==> config.mk <==
export PLATFORM = sky130hd
export DESIGN_NAME = integer_to_ascii_radix
export DESIGN_NICKNAME = d
export VERILOG_FILES = /design/src/rtl/itoa_pkg.sv /design/src/rtl/integer_to_ascii_radix.sv /design/src/rtl/itoa_div.sv
export SDC_FILE = /design/constraint.sdc
export NUM_CORES = 1
export LEC_CHECK = 0
export BUFFER_PORTS_ARGS = -buffer_cell sky130_fd_sc_hd__clkbuf_2
export CAP_MARGIN = 20
export CORE_ASPECT_RATIO = 1.5
export CORE_UTILIZATION = 62
export DETAILED_ROUTE_END_ITERATION = 16
export GPL_TIMING_DRIVEN = 0
export PLACE_DENSITY = 0.91
export SLEW_MARGIN = 10
export SYNTH_ARGS = -nofsm -noshare
export SYNTH_HDL_FRONTEND = slang
export SYNTH_SLANG_ARGS = --single-unit
==> constraint.sdc <==
create_clock -name clock -period 9.1 [get_ports clock]
set_input_delay 1.82 -clock clock [delete_from_list [all_inputs] [get_ports clock]]
set_output_delay 1.82 -clock clock [all_outputs]
set_load 0.02 [all_outputs]
==> src/rtl/itoa_pkg.sv <==
// itoa_pkg: widths, default word size, divider status type and the digit character function
// for the integer to ASCII converter. No dependencies.
`timescale 1ns / 1ps
`default_nettype none

package itoa_pkg;

   // Default width of the converted integer
   localparam int WORD_BITS_DEFAULT = 32;

   // Fixed field widths
   localparam int RADIX_BITS = 6;
   localparam int DIGIT_BITS = 6;
   localparam int CHAR_BITS  = 7;

   // Radix limits and reset value
   localparam logic [RADIX_BITS-1:0] RADIX_MIN   = 6'd2;
   localparam logic [RADIX_BITS-1:0] RADIX_MAX   = 6'd36;
   localparam logic [RADIX_BITS-1:0] RADIX_RESET = 6'd10;
   localparam logic [RADIX_BITS-1:0] RADIX_DEC   = 6'd10;

   // Quotient bits resolved by the divider in one cycle
   localparam int STEP_BITS = 4;

   // ASCII codes
   localparam logic [CHAR_BITS-1:0] CHAR_MINUS = 7'h2D;
   localparam logic [CHAR_BITS-1:0] CHAR_ZERO  = 7'h30;
   localparam logic [CHAR_BITS-1:0] CHAR_ALPHA = 7'h37;  // 'A' minus ten
   localparam logic [DIGIT_BITS-1:0] DIGIT_TOP = 6'd35;

   // Divider result flag and remainder, one beat per digit
   typedef struct packed {
      logic                  done;
      logic [DIGIT_BITS-1:0] remainder;
   } div_status_type;

   // Map a digit to 0-9 / A-Z; anything above 35 gives 'Z'
   function automatic logic [CHAR_BITS-1:0] digit_to_char(input logic [DIGIT_BITS-1:0] d);
      logic [DIGIT_BITS-1:0] dc;
      dc = (d > DIGIT_TOP) ? DIGIT_TOP : d;
      if (dc < 6'd10) begin
         return CHAR_ZERO + CHAR_BITS'(dc);
      end else begin
         return CHAR_ALPHA + CHAR_BITS'(dc);
      end
   endfunction

endpackage

`default_nettype wire

==> src/rtl/integer_to_ascii_radix.sv <==
// integer_to_ascii_radix: top level, sequencer, digit store and output register.
// Depends on itoa_pkg and itoa_div.
//
//  Channel | Ports                                   | Direction | Handshake
//  req     | req_valid, req_stall, req_value         | in        | valid / stall
//  rsp     | rsp_valid, rsp_stall, rsp_character,    | out       | valid / stall
//          | rsp_last                                |           |
//  csr     | csr_valid, csr_ready, csr_radix         | in        | valid / ready
//
// One item at a time. Each digit costs one division by the shared divider. Each character
// then passes through store read, load and hand over; the minus sign through load and hand over.
// A radix 2 value gives the longest text, a radix 36 value the shortest.
// Reset is synchronous and returns the radix to 10. A stall on rsp holds the beat and
// the sequencer; req_stall stays high until the last character is taken.
`timescale 1ns / 1ps
`default_nettype none

module integer_to_ascii_radix #(
   parameter int WORD_BITS = itoa_pkg::WORD_BITS_DEFAULT
) (
   input  wire logic                            clock,
   input  wire logic                            reset,
   input  wire logic                            req_valid,
   output logic                                 req_stall,
   input  wire logic [WORD_BITS-1:0]            req_value,
   output logic                                 rsp_valid,
   input  wire logic                            rsp_stall,
   output logic [itoa_pkg::CHAR_BITS-1:0]       rsp_character,
   output logic                                 rsp_last,
   input  wire logic                            csr_valid,
   output logic                                 csr_ready,
   input  wire logic [itoa_pkg::RADIX_BITS-1:0] csr_radix
);
   import itoa_pkg::*;

   localparam int CNT_BITS = $clog2(WORD_BITS + 1);
   localparam int IDX_BITS = $clog2(WORD_BITS);

   typedef enum logic [5:0] {
      ST_IDLE   = 6'b000001,
      ST_DIVIDE = 6'b000010,
      ST_SIGN   = 6'b000100,
      ST_READ   = 6'b001000,
      ST_LOAD   = 6'b010000,
      ST_WAIT   = 6'b100000
   } state_type;

   state_type             state_ff, state_in;
   logic [RADIX_BITS-1:0] radix_ff, radix_in;
   logic [CNT_BITS-1:0]   count_ff, count_in;
   logic                  neg_ff, neg_in;
   logic                  rsp_valid_ff, rsp_valid_in;
   logic [CHAR_BITS-1:0]  rsp_character_ff, rsp_character_in;
   logic                  rsp_last_ff, rsp_last_in;
   logic [DIGIT_BITS-1:0] rd_data_ff;

   logic [DIGIT_BITS-1:0] digit_mem [WORD_BITS];

   logic                  req_accept;
   logic                  rsp_accept;
   logic                  is_neg;
   logic [WORD_BITS-1:0]  magnitude;
   logic                  div_start;
   logic [WORD_BITS-1:0]  div_dividend;
   logic [WORD_BITS-1:0]  div_quotient;
   div_status_type        div_status;
   logic                  wr_en;
   logic                  rd_en;
   logic [CNT_BITS-1:0]   count_next;
   logic [CNT_BITS-1:0]   count_prev;

   assign req_accept = req_valid && !req_stall;
   assign rsp_accept = rsp_valid_ff && !rsp_stall;
   assign req_stall  = (state_ff != ST_IDLE);
   assign csr_ready  = 1'b1;

   // Sign only in decimal; negate modulo the word
   assign is_neg     = (radix_ff == RADIX_DEC) && req_value[WORD_BITS-1];
   assign magnitude  = is_neg ? (~req_value + WORD_BITS'(1)) : req_value;

   assign count_next = count_ff + CNT_BITS'(1);
   assign count_prev = count_ff - CNT_BITS'(1);

   // Clamp radix writes into 2..36
   always_comb begin
      radix_in = radix_ff;
      if (csr_valid && csr_ready) begin
         if (csr_radix < RADIX_MIN) begin
            radix_in = RADIX_MIN;
         end else if (csr_radix > RADIX_MAX) begin
            radix_in = RADIX_MAX;
         end else begin
            radix_in = csr_radix;
         end
      end
   end

   // Sequencer: divide out digits, then emit the sign, if any, and the digits most significant first
   always_comb begin
      state_in         = state_ff;
      count_in         = count_ff;
      neg_in           = neg_ff;
      rsp_valid_in     = rsp_valid_ff;
      rsp_character_in = rsp_character_ff;
      rsp_last_in      = rsp_last_ff;
      div_start        = 1'b0;
      div_dividend     = div_quotient;
      wr_en            = 1'b0;
      rd_en            = 1'b0;
      unique case (state_ff)
         ST_IDLE: begin
            if (req_accept) begin
               neg_in       = is_neg;
               count_in     = '0;
               div_start    = 1'b1;
               div_dividend = magnitude;
               state_in     = ST_DIVIDE;
            end
         end
         ST_DIVIDE: begin
            if (div_status.done) begin
               wr_en    = 1'b1;
               count_in = count_next;
               if ((div_quotient != '0) && (count_next != CNT_BITS'(WORD_BITS))) begin
                  div_start = 1'b1;
               end else begin
                  state_in = neg_ff ? ST_SIGN : ST_READ;
               end
            end
         end
         ST_SIGN: begin
            rsp_valid_in     = 1'b1;
            rsp_character_in = CHAR_MINUS;
            rsp_last_in      = 1'b0;
            state_in         = ST_WAIT;
         end
         ST_READ: begin
            rd_en    = 1'b1;
            state_in = ST_LOAD;
         end
         ST_LOAD: begin
            rsp_valid_in     = 1'b1;
            rsp_character_in = digit_to_char(rd_data_ff);
            rsp_last_in      = (count_ff == CNT_BITS'(1));
            count_in         = count_prev;
            state_in         = ST_WAIT;
         end
         ST_WAIT: begin
            if (rsp_accept) begin
               rsp_valid_in = 1'b0;
               state_in     = rsp_last_ff ? ST_IDLE : ST_READ;
            end
         end
         default: begin
            state_in     = ST_IDLE;
            rsp_valid_in = 1'b0;
         end
      endcase
   end

   // Control state
   always_ff @(posedge clock) begin
      if (reset) begin
         state_ff     <= ST_IDLE;
         radix_ff     <= RADIX_RESET;
         count_ff     <= '0;
         neg_ff       <= 1'b0;
         rsp_valid_ff <= 1'b0;
      end else begin
         state_ff     <= state_in;
         radix_ff     <= radix_in;
         count_ff     <= count_in;
         neg_ff       <= neg_in;
         rsp_valid_ff <= rsp_valid_in;
      end
   end

   // Output beat payload
   always_ff @(posedge clock) begin
      rsp_character_ff <= rsp_character_in;
      rsp_last_ff      <= rsp_last_in;
   end

   // Digit store: write each remainder, read back in reverse
   always_ff @(posedge clock) begin
      if (wr_en) begin
         digit_mem[count_ff[IDX_BITS-1:0]] <= div_status.remainder;
      end
      if (rd_en) begin
         rd_data_ff <= digit_mem[count_prev[IDX_BITS-1:0]];
      end
   end

   itoa_div #(
      .WORD_BITS (WORD_BITS)
   ) u_div (
      .clock    (clock),
      .reset    (reset),
      .start    (div_start),
      .dividend (div_dividend),
      .radix    (radix_ff),
      .quotient (div_quotient),
      .status   (div_status)
   );

   assign rsp_valid     = rsp_valid_ff;
   assign rsp_character = rsp_character_ff;
   assign rsp_last      = rsp_last_ff;

   // Checks
   a_accept_only_when_drained: assert property (@(posedge clock) disable iff (reset)
      req_accept |-> !rsp_valid_ff)
      else $error("input beat taken while a character is pending");

   a_radix_in_range: assert property (@(posedge clock) disable iff (reset)
      (radix_ff >= RADIX_MIN) && (radix_ff <= RADIX_MAX))
      else $error("radix register out of range");

   a_last_returns_idle: assert property (@(posedge clock) disable iff (reset)
      (rsp_accept && rsp_last_ff) |=> (!rsp_valid_ff && !req_stall))
      else $error("block not idle after final character");

   a_div_done_in_divide: assert property (@(posedge clock) disable iff (reset)
      div_status.done |-> (state_ff == ST_DIVIDE))
      else $error("divider finished outside the divide phase");

endmodule

`default_nettype wire

==> src/rtl/itoa_div.sv <==
// itoa_div: shared iterative divider, word by 6-bit radix, STEP_BITS quotient bits a cycle.
// Depends on itoa_pkg.
`timescale 1ns / 1ps
`default_nettype none

module itoa_div #(
   parameter int WORD_BITS = itoa_pkg::WORD_BITS_DEFAULT
) (
   input  wire logic                            clock,
   input  wire logic                            reset,
   input  wire logic                            start,
   input  wire logic [WORD_BITS-1:0]            dividend,
   input  wire logic [itoa_pkg::RADIX_BITS-1:0] radix,
   output logic [WORD_BITS-1:0]                 quotient,
   output itoa_pkg::div_status_type             status
);
   import itoa_pkg::*;

   localparam int STEPS    = (WORD_BITS + STEP_BITS - 1) / STEP_BITS;
   localparam int PAD_BITS = STEPS * STEP_BITS;
   localparam int CNT_BITS = (STEPS > 1) ? $clog2(STEPS) : 1;

   logic                  busy_ff, busy_in;
   logic                  done_ff, done_in;
   logic [CNT_BITS-1:0]   cnt_ff, cnt_in;
   logic [PAD_BITS-1:0]   shift_ff, shift_in;
   logic [PAD_BITS-1:0]   quot_ff, quot_in;
   logic [DIGIT_BITS-1:0] rem_ff, rem_in;

   // Restoring division over STEP_BITS bits of the dividend
   always_comb begin
      logic [PAD_BITS-1:0]   sh;
      logic [PAD_BITS-1:0]   q;
      logic [DIGIT_BITS-1:0] r;
      logic [DIGIT_BITS:0]   t;
      sh = shift_ff;
      q  = quot_ff;
      r  = rem_ff;
      for (int i = 0; i < STEP_BITS; i++) begin
         t  = {r, sh[PAD_BITS-1]};
         sh = {sh[PAD_BITS-2:0], 1'b0};
         if (t >= {1'b0, radix}) begin
            r = DIGIT_BITS'(t - {1'b0, radix});
            q = {q[PAD_BITS-2:0], 1'b1};
         end else begin
            r = t[DIGIT_BITS-1:0];
            q = {q[PAD_BITS-2:0], 1'b0};
         end
      end

      busy_in  = busy_ff;
      done_in  = 1'b0;
      cnt_in   = cnt_ff;
      shift_in = shift_ff;
      quot_in  = quot_ff;
      rem_in   = rem_ff;
      if (start) begin
         busy_in  = 1'b1;
         cnt_in   = '0;
         shift_in = PAD_BITS'(dividend);
         quot_in  = '0;
         rem_in   = '0;
      end else if (busy_ff) begin
         shift_in = sh;
         quot_in  = q;
         rem_in   = r;
         cnt_in   = cnt_ff + CNT_BITS'(1);
         if (cnt_ff == CNT_BITS'(STEPS - 1)) begin
            busy_in = 1'b0;
            done_in = 1'b1;
         end
      end
   end

   // Control state
   always_ff @(posedge clock) begin
      if (reset) begin
         busy_ff <= 1'b0;
         done_ff <= 1'b0;
         cnt_ff  <= '0;
      end else begin
         busy_ff <= busy_in;
         done_ff <= done_in;
         cnt_ff  <= cnt_in;
      end
   end

   // Datapath
   always_ff @(posedge clock) begin
      shift_ff <= shift_in;
      quot_ff  <= quot_in;
      rem_ff   <= rem_in;
   end

   assign quotient         = quot_ff[WORD_BITS-1:0];
   assign status.done      = done_ff;
   assign status.remainder = rem_ff;

endmodule

`default_nettype wire

### Yosys cells after proc, flatten, opt, wreduce, memory -nomap -nowiden

Memories as Yosys holds them, arrays and structs flattened. A register that Yosys moved wholly into a read port is not among the register bits.
Cells that the tools add are included.

| word-level totals | value |
|---|---|
| register bits after elaboration | 103 |
| bits in latches | 0 |
| RAM bits | 192 |
| memory bits (read-only) | 0 |
| input bits | 43 |
| logic and storage cells | 112 |
| memories kept | 1 |

Memories:

| name | words | width | rd ports | clocked after Yosys merged registers in | wr ports | line | RTL |
|---|---|---|---|---|---|---|---|
| digit_mem | 32 | 6 | 1 | 1 | 1 | integer_to_ascii_radix.sv:57 | `logic [DIGIT_BITS-1:0] digit_mem [WORD_BITS];` |

| operators by class | value |
|---|---|
| $add $sub $neg | 10 |
| multiply operators | 0 |
| div/mod/pow operators | 0 |
| order comparisons | 8 |
| eq/ne operators | 15 |
| shift operators | 0 |
| muxes and demuxes | 44 |
| bitwise operators | 3 |
| reduce and logical (&&, ||, !) cells | 18 |

Operators by type and width:

| kind | number |
|---|---|
| $mux 32 | 5 |
| $mux 6 | 13 |
| $add 32x1->32 const B | 1 |
| $not 32->32 | 1 |
| $reduce_bool 32->1 | 1 |
| $pmux 6 s5 | 1 |
| $ge 7x6->1 | 4 |
| $sub 6x6->6 | 4 |
| $pmux 6 s3 | 1 |
| $mux 1 | 17 |
| $add 6x6->7 const A | 2 |
| $pmux 7 s2 | 1 |
| $eq 6x1->1 const B | 2 |
| $eq 6x4->1 const B | 2 |
| $gt 6x6->1 const B | 2 |
| $mux 4 | 2 |
| $mux 7 | 1 |
| $add 6x1->6 const B | 1 |
| $eq 6x2->1 const B | 1 |
| $eq 6x3->1 const B | 1 |
| $eq 6x5->1 const B | 1 |
| $eq 6x6->1 const B | 1 |
| $lt 6x2->1 const B | 1 |
| $lt 6x4->1 const B | 1 |
| 19 further kinds | 31 |

### Logic depth before layout (Yosys ltp)

Gate-level depths: netlist (run 1).

| logic depth | value |
|---|---|
| depth in word-level cells | 8 |
| depth in mapped cells | 37 |

### By module

A second synthesis (run 1) with hierarchy kept.

| unflattened totals | value |
|---|---|
| cell total of the unflattened synthesis | 1195 |
| area, all modules | 14813.0 µm² |

By module, submodules not included:

| module | times used | cells each | area an instance (µm²) | sequential area each (µm²) |
|---|---|---|---|---|
| integer_to_ascii_radix | 1 | 790 | 10506.3 | 6586.3 |
| itoa_div | 1 | 405 | 4306.6 | 1821.7 |

### Worst setup path after synthesis (run 1)

No wires, ideal clock.

| path | value |
|---|---|
| path kind | reg-to-reg |
| start point | reg u_div.rem_ff[3] |
| end point | reg u_div.rem_ff[0] |
| arrival | 7.873 ns |
| path slack | 1.157 ns |
| cell stages (with the launch flop) | 37 |
| path buffers | 3 |
| clock period less this slack | 7.943 ns |
| cells stage by stage | dfxtp_1 > ha_1 > a21o_1 > a211oi_1 > o31a_1 > buf_6 > nor2_1 > a21oi_1 > inv_1 > ha_1 > nor2b_1 > o21bai_1 > a31oi_1 > a2111o_1 > or2_1 > buf_6 > o21ai_0 > inv_1 > ha_1 > nand2b_1 > a211oi_1 > o21ai_0 > nand2b_1 > and2b_2 > a21oi_2 > buf_6 > nor2_1 > a21oi_1 > ha_1 > a21o_1 > a21o_1 > a211oi_1 > nor2_1 > or3_2 > a211oi_4 > mux2_1 > a21oi_1 |

| between the ends | value |
|---|---|
| word-level cells in the longest chain between the ends | 8 |
| elaborated cells between the ends (all ways) | 11 |
| those cells by class | 3 x add/sub; 4 x order compare; 4 x mux |

RTL lines:

| what | line | RTL |
|---|---|---|
| from (decl) | itoa_div.sv:28 | `logic [DIGIT_BITS-1:0] rem_ff, rem_in;` |
| from (signal assigned) | itoa_div.sv:92 | `rem_ff <= rem_in;` |
| $sub 6x6->6 or $ge 7x6->1 (tied branches) | itoa_div.sv:43, itoa_div.sv:42 |  |
| $mux 6 * | itoa_div.sv:42 | `if (t >= {1'b0, radix}) begin` |
| $sub 6x6->6 or $ge 7x6->1 (tied branches) | itoa_div.sv:43, itoa_div.sv:42 |  |
| $mux 6 * | itoa_div.sv:42 |  |
| $ge 7x6->1 or $sub 6x6->6 (tied branches) | itoa_div.sv:42, itoa_div.sv:43 |  |
| $mux 6 * | itoa_div.sv:42 |  |
| $ge 7x6->1 * | itoa_div.sv:42 |  |
| $mux 6 * | itoa_div.sv:42 |  |

Mark *: on every way between the ends. The rest lies on a longest branch, timed or not.
A chain may end at the register's enable or synchronous reset.

### Final worst setup path (run 1)

| path | value |
|---|---|
| start point | reg u_div.rem_ff[1] |
| end point | reg u_div.rem_ff[0] |

| between the ends | value |
|---|---|
| word-level cells in the longest chain between the ends | 8 |
| elaborated cells between the ends (all ways) | 11 |
| those cells by class | 3 x add/sub; 4 x order compare; 4 x mux |

RTL lines:

| what | line |
|---|---|
| $sub 6x6->6 or $ge 7x6->1 (tied branches) | itoa_div.sv:43, itoa_div.sv:42 |
| $mux 6 * | itoa_div.sv:42 |
| $sub 6x6->6 or $ge 7x6->1 (tied branches) | itoa_div.sv:43, itoa_div.sv:42 |
| $mux 6 * | itoa_div.sv:42 |
| $sub 6x6->6 or $ge 7x6->1 (tied branches) | itoa_div.sv:43, itoa_div.sv:42 |
| $mux 6 * | itoa_div.sv:42 |
| $ge 7x6->1 * | itoa_div.sv:42 |
| $mux 6 * | itoa_div.sv:42 |

Marked as above.

==> out/results.txt, run 1 <==
# IOs: 54
Setup TNS: 0 ns
initial antenna violation count: 0
Post-DP Area: 15000 um^2
Wirelength per Cell: 22.6 um
Max-slew headroom: 34.7%
largest area contributor in the netlist: edfxtp_1
final hold slack: 0.486 ns
# hold bufs at CTS: 0
VDD IR max: 0.467 mV
EDFF count, synth: 238
largest net degree at the start of global routing: 37
Tightest Hold Check Type: reg2reg
PortBufs: 52
Syn Nets: 1159
# setup viols final: 0
Setup WS pre-CTS: -0.266 ns
Core Area: 22500 um^2
Net count, final: 1243
CP max stage delay: 0.77 ns
Placed Cells: 1410
final WL: 33.0 mm
Tcrit/Tclk final: 94.9%
grt ovf: 0
Final Non-Filler Cells: 1461
slowest CP cell: dfxtp_2
endpoint class of the critical path: flop
Residual DRC: 0
Diodes inserted: 0
Inserted Clock Buffers: 27
status: completed
Synth Warn #: 0
max-slew violation count: 0
DR vias/cell: 6.49
Mean Syn Cell Area: 13.3 um^2
Crit Path Category: reg2reg
clock sinks: 301
DR iter-0 viols: 777
via count: 9480
H-tree depth: 1
Final Power: 6.30 mW
top_reg_cell synth: edfxtp_1
Final Util: 70.6%
layout cells sized above 1: 15.9%
crit-path leading delay family: compound AO/OA/AOI/OAI gates
pwr dens: 397 nW/um^2
fin worst setup slack: 0.463 ns
Worst Path Required: 9.57 ns
CTS clk-pin slew, worst paths: 0.07 ns
CTS tree: built
worst-skew pair later-pin latency: 0.55 ns
Layout area overhead: 10.8%
Clock Tree Buf Depth: 3
# rows: 67
Starting Density: 63.7%
Syn Inst Count: 1080
DP Wirelength: 23.1 mm
max_cap viols: 0
fmax: 116 MHz
time the worst path needs with I/O delays and setup: 8.64 ns
main area contributors after synthesis: edfxtp_1, mux4_2, dfxtp_1, mux2i_1, nor2_1
GRT Util Overall: 28.6%
Cell Area, Synth: 14300 um^2
largest fanout on the critical path: 35
1st-pass router iterations: 5
first-pass GRT wire length: 51.8 mm
cell area after layout: 15900 um^2
CP arrival: 9.10 ns
Die W: 126 um
top cell type's share of synthesized area: 49.9%
Die Area: 23700 um^2
Post-synth ARST share: 0%
Hold Fails Final Rpt: 0
GPL Wtd Cong: 0.907
number of global-route vias before repair: 9665
Yosys reg bits: 301
die outline height: 188 um
post-route ant nets: 0
Root Driver: clkbuf_16
post-synth cell types: 66
Worst setup SP type: flop
Worst Skew: 0.0186 ns
CP bufs+invs: 5
RSZ-0062 raised after global routing: false
Leak Pwr: 5.68 nW
post-synthesis sequential area ratio: 58.7%
slew at the pin closest to its max-slew limit: 0.976 ns
==> layout by cell type (no fill, tap or decap), types with 31 or more instances in the layout <==
| master | count |
|---|---|
| inv_1 | 38 |
| o21ai_0 | 31 |
| nand2_1 | 35 |
| clkbuf_1 | 50 |
| mux4_2 | 60 |
| clkbuf_2 | 52 |
| dfxtp_1 | 57 |
| a21oi_1 | 76 |
| ha_1 | 32 |
| mux2i_1 | 65 |
| edfxtp_1 | 238 |
| nor2_1 | 142 |
==> metal layers <==
metal,GRT usage (%),routed length [um],vias to the layer above
li1,-,-,4263
met1,30.6,11200,4630
met2,53.4,17800,462
met3,3.17,1890,125
met4,17.8,2140,0
met5,0,0,-
==> where the power goes <==
group / leakage (nW) / internal [mW] / switching, mW
clock: 0.430 / 0.639 / 0.496
sequential: 2.72 / 1.78 / 0.181
combinational: 2.53 / 1.39 / 1.82
total: 5.68 / 3.81 / 2.49
==> Yosys cell counts (all sizes together), types with 5 or more instances <==
| library cell | count |
|---|---|
| nand2b | 7 |
| mux4 | 60 |
| nand2 | 35 |
| nand3 | 13 |
| inv | 38 |
| a21oi | 78 |
| a21o | 8 |
| o22ai | 7 |
| o21ai | 32 |
| dfxtp | 63 |
| ha | 32 |
| xnor2 | 28 |
| edfxtp | 238 |
| xor2 | 21 |
| nor2 | 142 |
| clkbuf | 44 |
| buf | 10 |
| nand3b | 7 |
| nand4 | 5 |
| a211oi | 13 |
| nor3 | 24 |
| nor4 | 15 |
| mux2i | 65 |
| mux2 | 15 |
==> worst min-delay path, stage by stage, from the launching register on <==
cell	delay, ns
dfxtp_1	0.33
nand2_1	0.07
a21oi_1	0.05
==> registers in the layout, summed over array words and instances, names as in the netlist <==
name / count
u_div.quotient: 32
u_div.cnt_ff: 3
rd_data_ff: 6
digit_mem: 192
rsp_character: 7
count_ff: 6
u_div.done_ff: 1
u_div.busy_ff: 1
radix_ff: 6
neg_ff: 1
u_div.shift_ff: 32
rsp_valid: 1
u_div.rem_ff: 6
rsp_last: 1
state_ff: 6
==> worst paths after layout <==
kind,from,endpoint,slack (ns),cells past startpoint
max,u_div.rem_ff[1]$_SDFFE_PP0P_,u_div.rem_ff[0]$_SDFFE_PP0P_,0.46,35
min,radix_ff[4]$_SDFFE_PP0P_,radix_ff[4]$_SDFFE_PP0P_,0.49,2
max reg2reg,u_div.rem_ff[1]$_SDFFE_PP0P_,u_div.rem_ff[0]$_SDFFE_PP0P_,0.46,35
min reg2reg,radix_ff[4]$_SDFFE_PP0P_,radix_ff[4]$_SDFFE_PP0P_,0.49,2
==> logic make-up after synthesis <==
| family | share of synthesized area, % |
|---|---|
| AOI/OAI and AO/OA | 7.67 |
| xor gates and xnor gates | 3.00 |
| adders and majority gates | 3.35 |
| buffers and inverters | 2.79 |
| DFF | 58.7 |
| muxes | 15.2 |
| other | 0.0262 |
| and+or+nand+nor | 9.27 |
==> what timing repair did <==
| item | 4_1_cts | 5_1_grt |
|---|---|---|
| setup buffers | 0 | 1 |
| pin swaps | 0 | 1 |
| gates cloned | 0 | 0 |
| gates resized for setup | 4 | 5 |
| setup endpoints to repair | 7 | 7 |
==> area by class of cell <==
| type | count | area, um^2 |
|---|---|---|
| buffer | 54 | 256 |
| tap | 276 | 345 |
| clock inverter | 10 | 87.6 |
| fill | 1387 | 6600 |
| sequential | 301 | 8420 |
| inverter | 38 | 143 |
| clock buffer | 40 | 797 |
| timing repair buffer | 55 | 305 |
| multi-input combinational | 687 | 5510 |
(Power assumes the default switching activity.)
==> run 2, diff against run 1 <==
PLACE_DENSITY = unset   (was 0.91)
PLACE_DENSITY_LB_ADDON = 0.05   (was unset)
==> run 2 against run 1 <==
  * Flip-flop and latch count unchanged
  * Power up 3.9%
  * Combinational power up 2%
  * Final area up 1.1%
  * Die area unchanged
  * Sequential power about the same
  * Worst setup slack better by 0.22 ns
  * Core utilization up 0.75 points
  * Critical path depth up 2
  * Cell count about the same
  * Critical path type unchanged
  * Largest power group unchanged
  * Highest routed layer unchanged
==> out/results.txt, run 2 (same netlist as run 1, synthesis figures left out) <==
status: completed
Worst setup SP type: flop
max-slew violation count: 0
initial antenna violation count: 0
VDD IR max: 1.17 mV
GRT Util Overall: 28.1%
Diodes inserted: 0
Worst Path Required: 9.56 ns
CP bufs+invs: 6
CP arrival: 8.88 ns
largest net degree at the start of global routing: 36
max reg flops: 192
Starting Density: 63.7%
Net count, final: 1243
CTS clk-pin slew, worst paths: 0.07 ns
cell area after layout: 16000 um^2
layout cells sized above 1: 16.6%
commonest non-fill, non-tap cell in the layout: edfxtp_1
# hold bufs at CTS: 0
Hold Fails Final Rpt: 0
slowest CP cell: dfxtp_4
via count: 9122
Setup WS pre-CTS: -0.279 ns
Crit Path Category: reg2reg
Layout area overhead: 12.0%
Clock Tree Buf Depth: 3
endpoint class of the critical path: flop
Inserted Clock Buffers: 27
hold endpoint: radix_ff[3]$_SDFFE_PP1P_
Die W: 126 um
1st-pass router iterations: 5
Placed Cells: 1410
final WL: 32.2 mm
fmax: 119 MHz
stages on the worst setup path: 37
Crit Reg-Reg Endpoint: u_div.rem_ff[0]$_SDFFE_PP0P_
grt ovf: 0
Crit path top cell by count: ha_1
CP max stage delay: 0.60 ns
DR vias/cell: 6.25
Die Area: 23700 um^2
slew at the pin closest to its max-slew limit: 0.984 ns
DP Wirelength: 23.2 mm
post-route ant nets: 0
Residual DRC: 0
hold path startpoint: radix_ff[3]$_SDFFE_PP1P_
# IOs: 54
# setup viols final: 0
time the worst path needs with I/O delays and setup: 8.42 ns
# rows: 67
number of global-route vias before repair: 9293
largest fanout on the critical path: 35
Wirelength per Cell: 22.1 um
die outline height: 188 um
Tcrit/Tclk final: 92.5%
worst-skew pair later-pin latency: 0.53 ns
PortBufs: 52
Final Non-Filler Cells: 1460
max_cap viols: 0
H-tree depth: 1
first-pass GRT wire length: 50.7 mm
Max-slew headroom: 34.4%
clock sinks: 301
Leak Pwr: 5.75 nW
Tightest Hold Check Type: reg2reg
FF-to-FF setup slack: 0.68 ns
pwr dens: 408 nW/um^2
r2r startpoint: u_div.rem_ff[3]$_SDFFE_PP0P_
GPL Wtd Cong: 0.847
Core Area: 22500 um^2
Post-DP Area: 15000 um^2
R2R cell count: 37
Root Driver: clkbuf_16
DR iter-0 viols: 657
RSZ-0062 raised after global routing: false
crit-path leading delay family: compound AO/OA/AOI/OAI gates
commonest cells after routing, fill and taps aside: edfxtp_1, nor2_1, a21oi_1, mux2i_1, mux4_2
worst hold path stage count: 2
Worst Skew: 0.0104 ns
fin worst setup slack: 0.681 ns
CTS tree: built
-- run 2: cell count changes in the layout (fill, tap and decap cells not counted), moves of 2 or more --
cell,delta
clkbuf_8,-3
clkinv_2,+2
clkinvlp_4,+3
bufinv_16,+8
buf_8,-2
clkbuf_16,-2
clkbuf_1,-8
-- run 2: per-layer routing --
metal	vias up	track usage (%)	wire [um]	share of wire, %
met4	0	11.3	1290	4.0
met3	76	2.68	1470	4.6
li1	4274	-	-	-
met5	-	0	0	0
met1	4489	31.8	11500	36
met2	283	53.7	18000	56
-- run 2: stage by stage --
step                      utilization, %  hold slack (ns)  TNS, ns  power [mW]
after floorplan                        -            0.441        0        4.33
after global placement              66.4            0.457  -0.0973        5.02
after detailed placement            66.6            0.466    -1.22        5.11
after CTS                           71.3            0.481        0        6.42
after global routing                71.4            0.509        0        6.96
final                               71.4            0.474        0        6.55
-- run 2: layout make-up --
| class | count | area, um^2 |
|---|---|---|
| Sequential cell | 301 | 8420 |
| Clock inverter | 22 | 362 |
| Clock buffer | 27 | 676 |
| Inverter | 38 | 143 |
| Tap cell | 276 | 345 |
| Fill cell | 1610 | 6430 |
| Timing Repair Buffer | 55 | 323 |
| Buffer | 54 | 256 |
| Multi-Input combinational cell | 687 | 5520 |
-- run 2: how the worst max path moves through the flow --
stage | from | endpoint | slack (ns)
after floorplan | u_div.rem_ff[3]$_SDFFE_PP0P_ | u_div.rem_ff[0]$_SDFFE_PP0P_ | 1.16
after global placement | u_div.rem_ff[3]$_SDFFE_PP0P_ | u_div.rem_ff[0]$_SDFFE_PP0P_ | -0.07
after detailed placement | u_div.rem_ff[3]$_SDFFE_PP0P_ | u_div.rem_ff[0]$_SDFFE_PP0P_ | -0.28
after CTS | u_div.rem_ff[3]$_SDFFE_PP0P_ | u_div.rem_ff[0]$_SDFFE_PP0P_ | 0.15
after global routing | u_div.rem_ff[3]$_SDFFE_PP0P_ | u_div.rem_ff[0]$_SDFFE_PP0P_ | 0.06
final | u_div.rem_ff[3]$_SDFFE_PP0P_ | u_div.rem_ff[0]$_SDFFE_PP0P_ | 0.68
-- run 2: power breakdown --
| group | switching, mW | internal, mW |
|---|---|---|
| registers | 0.176 | 1.78 |
| logic | 1.78 | 1.50 |
| clock network | 0.509 | 0.802 |
| total | 2.47 | 4.08 |
-- run 2: worst reg2reg max path: cells and delay by family (launching register included) --
family	cells	cell delay (ns)
adders and majority gates	4	1.28
and+or+nand+nor	9	1.61
buffers and inverters	6	0.82
muxes	1	0.32
AOI/OAI and AO/OA	17	3.73
DFF	1	0.60
-- run 2: timing repair --
action	CTS	global route
setup buffers	0	1
pin swaps	0	1
gates resized for setup	3	4
setup endpoints to repair	7	7
==> run 3, diff against run 2 <==
PLACE_DENSITY = 0.8   (was unset)
PLACE_DENSITY_LB_ADDON = unset   (was 0.05)
==> run 3 against run 2 <==
  * Core utilization down 0.33 points
  * Hold slack gained 0.0030 ns
  * Combinational power barely moved
  * Register-to-register slack worse by 0.09 ns
  * Flip-flop and latch count is the same
  * Worst setup slack worse by 0.089 ns
  * Via count up 0.39%
  * Sequential power about the same
  * Clock skew rose by 0.011 ns
  * Cell count is 0.41% higher
  * Largest cell class unchanged
==> out/results.txt, run 3 (same netlist as run 1, synthesis figures left out) <==
Leak Pwr: 5.73 nW
Crit path top cell by count: ha_1
Die Area: 23700 um^2
DR top layer: met4
clock sinks: 301
Setup TNS: 0 ns
Root Driver: clkbuf_16
Final Power: 6.43 mW
commonest non-fill, non-tap cell in the layout: edfxtp_1
post-route ant nets: 0
Crit Path Category: reg2reg
Diodes inserted: 0
DP Wirelength: 23.0 mm
final WL: 32.8 mm
via count: 9158
Net count, final: 1247
# hold bufs at CTS: 0
# setup viols final: 0
Tightest Hold Check Type: reg2reg
initial antenna violation count: 0
number of global-route vias before repair: 9465
first-pass GRT wire length: 51.1 mm
grt ovf: 0
max reg flops: 192
PortBufs: 52
Wirelength per Cell: 22.3 um
met1 wire length: 11.1 mm
CP arrival: 8.93 ns
GRT Util Overall: 28.5%
slowest CP cell: dfxtp_1
max-slew violation count: 0
wire length on met3: 1.74 mm
Residual DRC: 0
commonest cells after routing, fill and taps aside: edfxtp_1, nor2_1, a21oi_1, mux2i_1
time the worst path needs with I/O delays and setup: 8.51 ns
Fillers: 1511
Max-slew headroom: 31.5%
Core Area: 22500 um^2
status: completed
1st-pass router iterations: 5
die outline height: 188 um
fmax: 118 MHz
max_cap viols: 0
layout cells sized above 1: 15.9%
Final Util: 71.1%
routed wl met2: 18.0 mm
endpoint class of the critical path: flop
Inserted Clock Buffers: 28
Die W: 126 um
Starting Density: 63.7%
multi-input combinational cell area: 5510 um^2
RSZ-0062 raised after global routing: false
Clock Tree Buf Depth: 3
DR vias/cell: 6.25
CTS clk-pin slew, worst paths: 0.06 ns
largest fanout on the critical path: 18
# IOs: 54
VDD IR max: 0.428 mV
Worst Skew: 0.0213 ns
Final Non-Filler Cells: 1466
worst-skew pair later-pin latency: 0.55 ns
CP max stage delay: 0.55 ns
# rows: 67
largest net degree at the start of global routing: 36
GPL Wtd Cong: 0.842
H-tree depth: 1
Placed Cells: 1411
slew at the pin closest to its max-slew limit: 1.03 ns
FF+latch area: 8410 um^2
Hold Fails Final Rpt: 0
pwr dens: 402 nW/um^2
Layout area overhead: 11.5%
Tcrit/Tclk final: 93.5%
final hold slack: 0.477 ns
Worst Path Required: 9.52 ns
DR iter-0 viols: 584
Worst setup SP type: flop
CTS tree: built
run 3: per-stage QoR:
stage                     worst slack [ns]  instance area, um^2
after floorplan                       1.16                14300
after global placement             -0.0227                14900
after detailed placement            -0.207                15000
after CTS                            0.154                15900
after global routing                0.0221                16000
final                                0.592                16000
run 3: final cells by class:
class,instances,area share (%)
well taps,276,2.16
plain buffers,54,1.61
multi-input cells,687,34.5
flip-flops and latches,301,52.7
clock inverters,21,1.54
inverters,38,0.893
repair buffers,58,2.10
clock buffers,31,4.46
run 3: critical path, delay by kind of cell, from the launching register on:
kind,cells,cell delay (ns)
buf+inv,6,0.96
compound gates,17,3.64
simple gates,10,2.08
flops,1,0.55
fa+ha+maj,4,1.13
run 3: repair_timing:
action / in CTS / in global routing
endpoints found under the setup margin: 7 / 7
buffers inserted: 0 / 2
pin swaps: 0 / 1
resized for setup: 3 / 2
run 3: path summary, 6_finish.rpt:
| kind | from | endpoint | slack, ns | cells after the start |
|---|---|---|---|---|
| max | u_div.rem_ff[2]$_SDFFE_PP0P_ | u_div.rem_ff[2]$_SDFFE_PP0P_ | 0.59 | 37 |
| min | radix_ff[3]$_SDFFE_PP1P_ | radix_ff[3]$_SDFFE_PP1P_ | 0.48 | 2 |
| max reg2reg | u_div.rem_ff[2]$_SDFFE_PP0P_ | u_div.rem_ff[2]$_SDFFE_PP0P_ | 0.59 | 37 |
| min reg2reg | radix_ff[3]$_SDFFE_PP1P_ | radix_ff[3]$_SDFFE_PP1P_ | 0.48 | 2 |
run 3: layer usage:
layer | GRT usage (%) | vias to the layer above
met3 | 3.22 | 98
met2 | 54.7 | 335
met4 | 16.1 | 0
met1 | 29.6 | 4439
li1 | - | 4286
met5 | 0 | -
run 3: power by group:
part	internal [mW]	leakage (nW)	switching, mW
Clock	0.709	0.463	0.510
Combinational	1.47	2.55	1.80
Sequential	1.78	2.72	0.165
Total	3.95	5.73	2.47
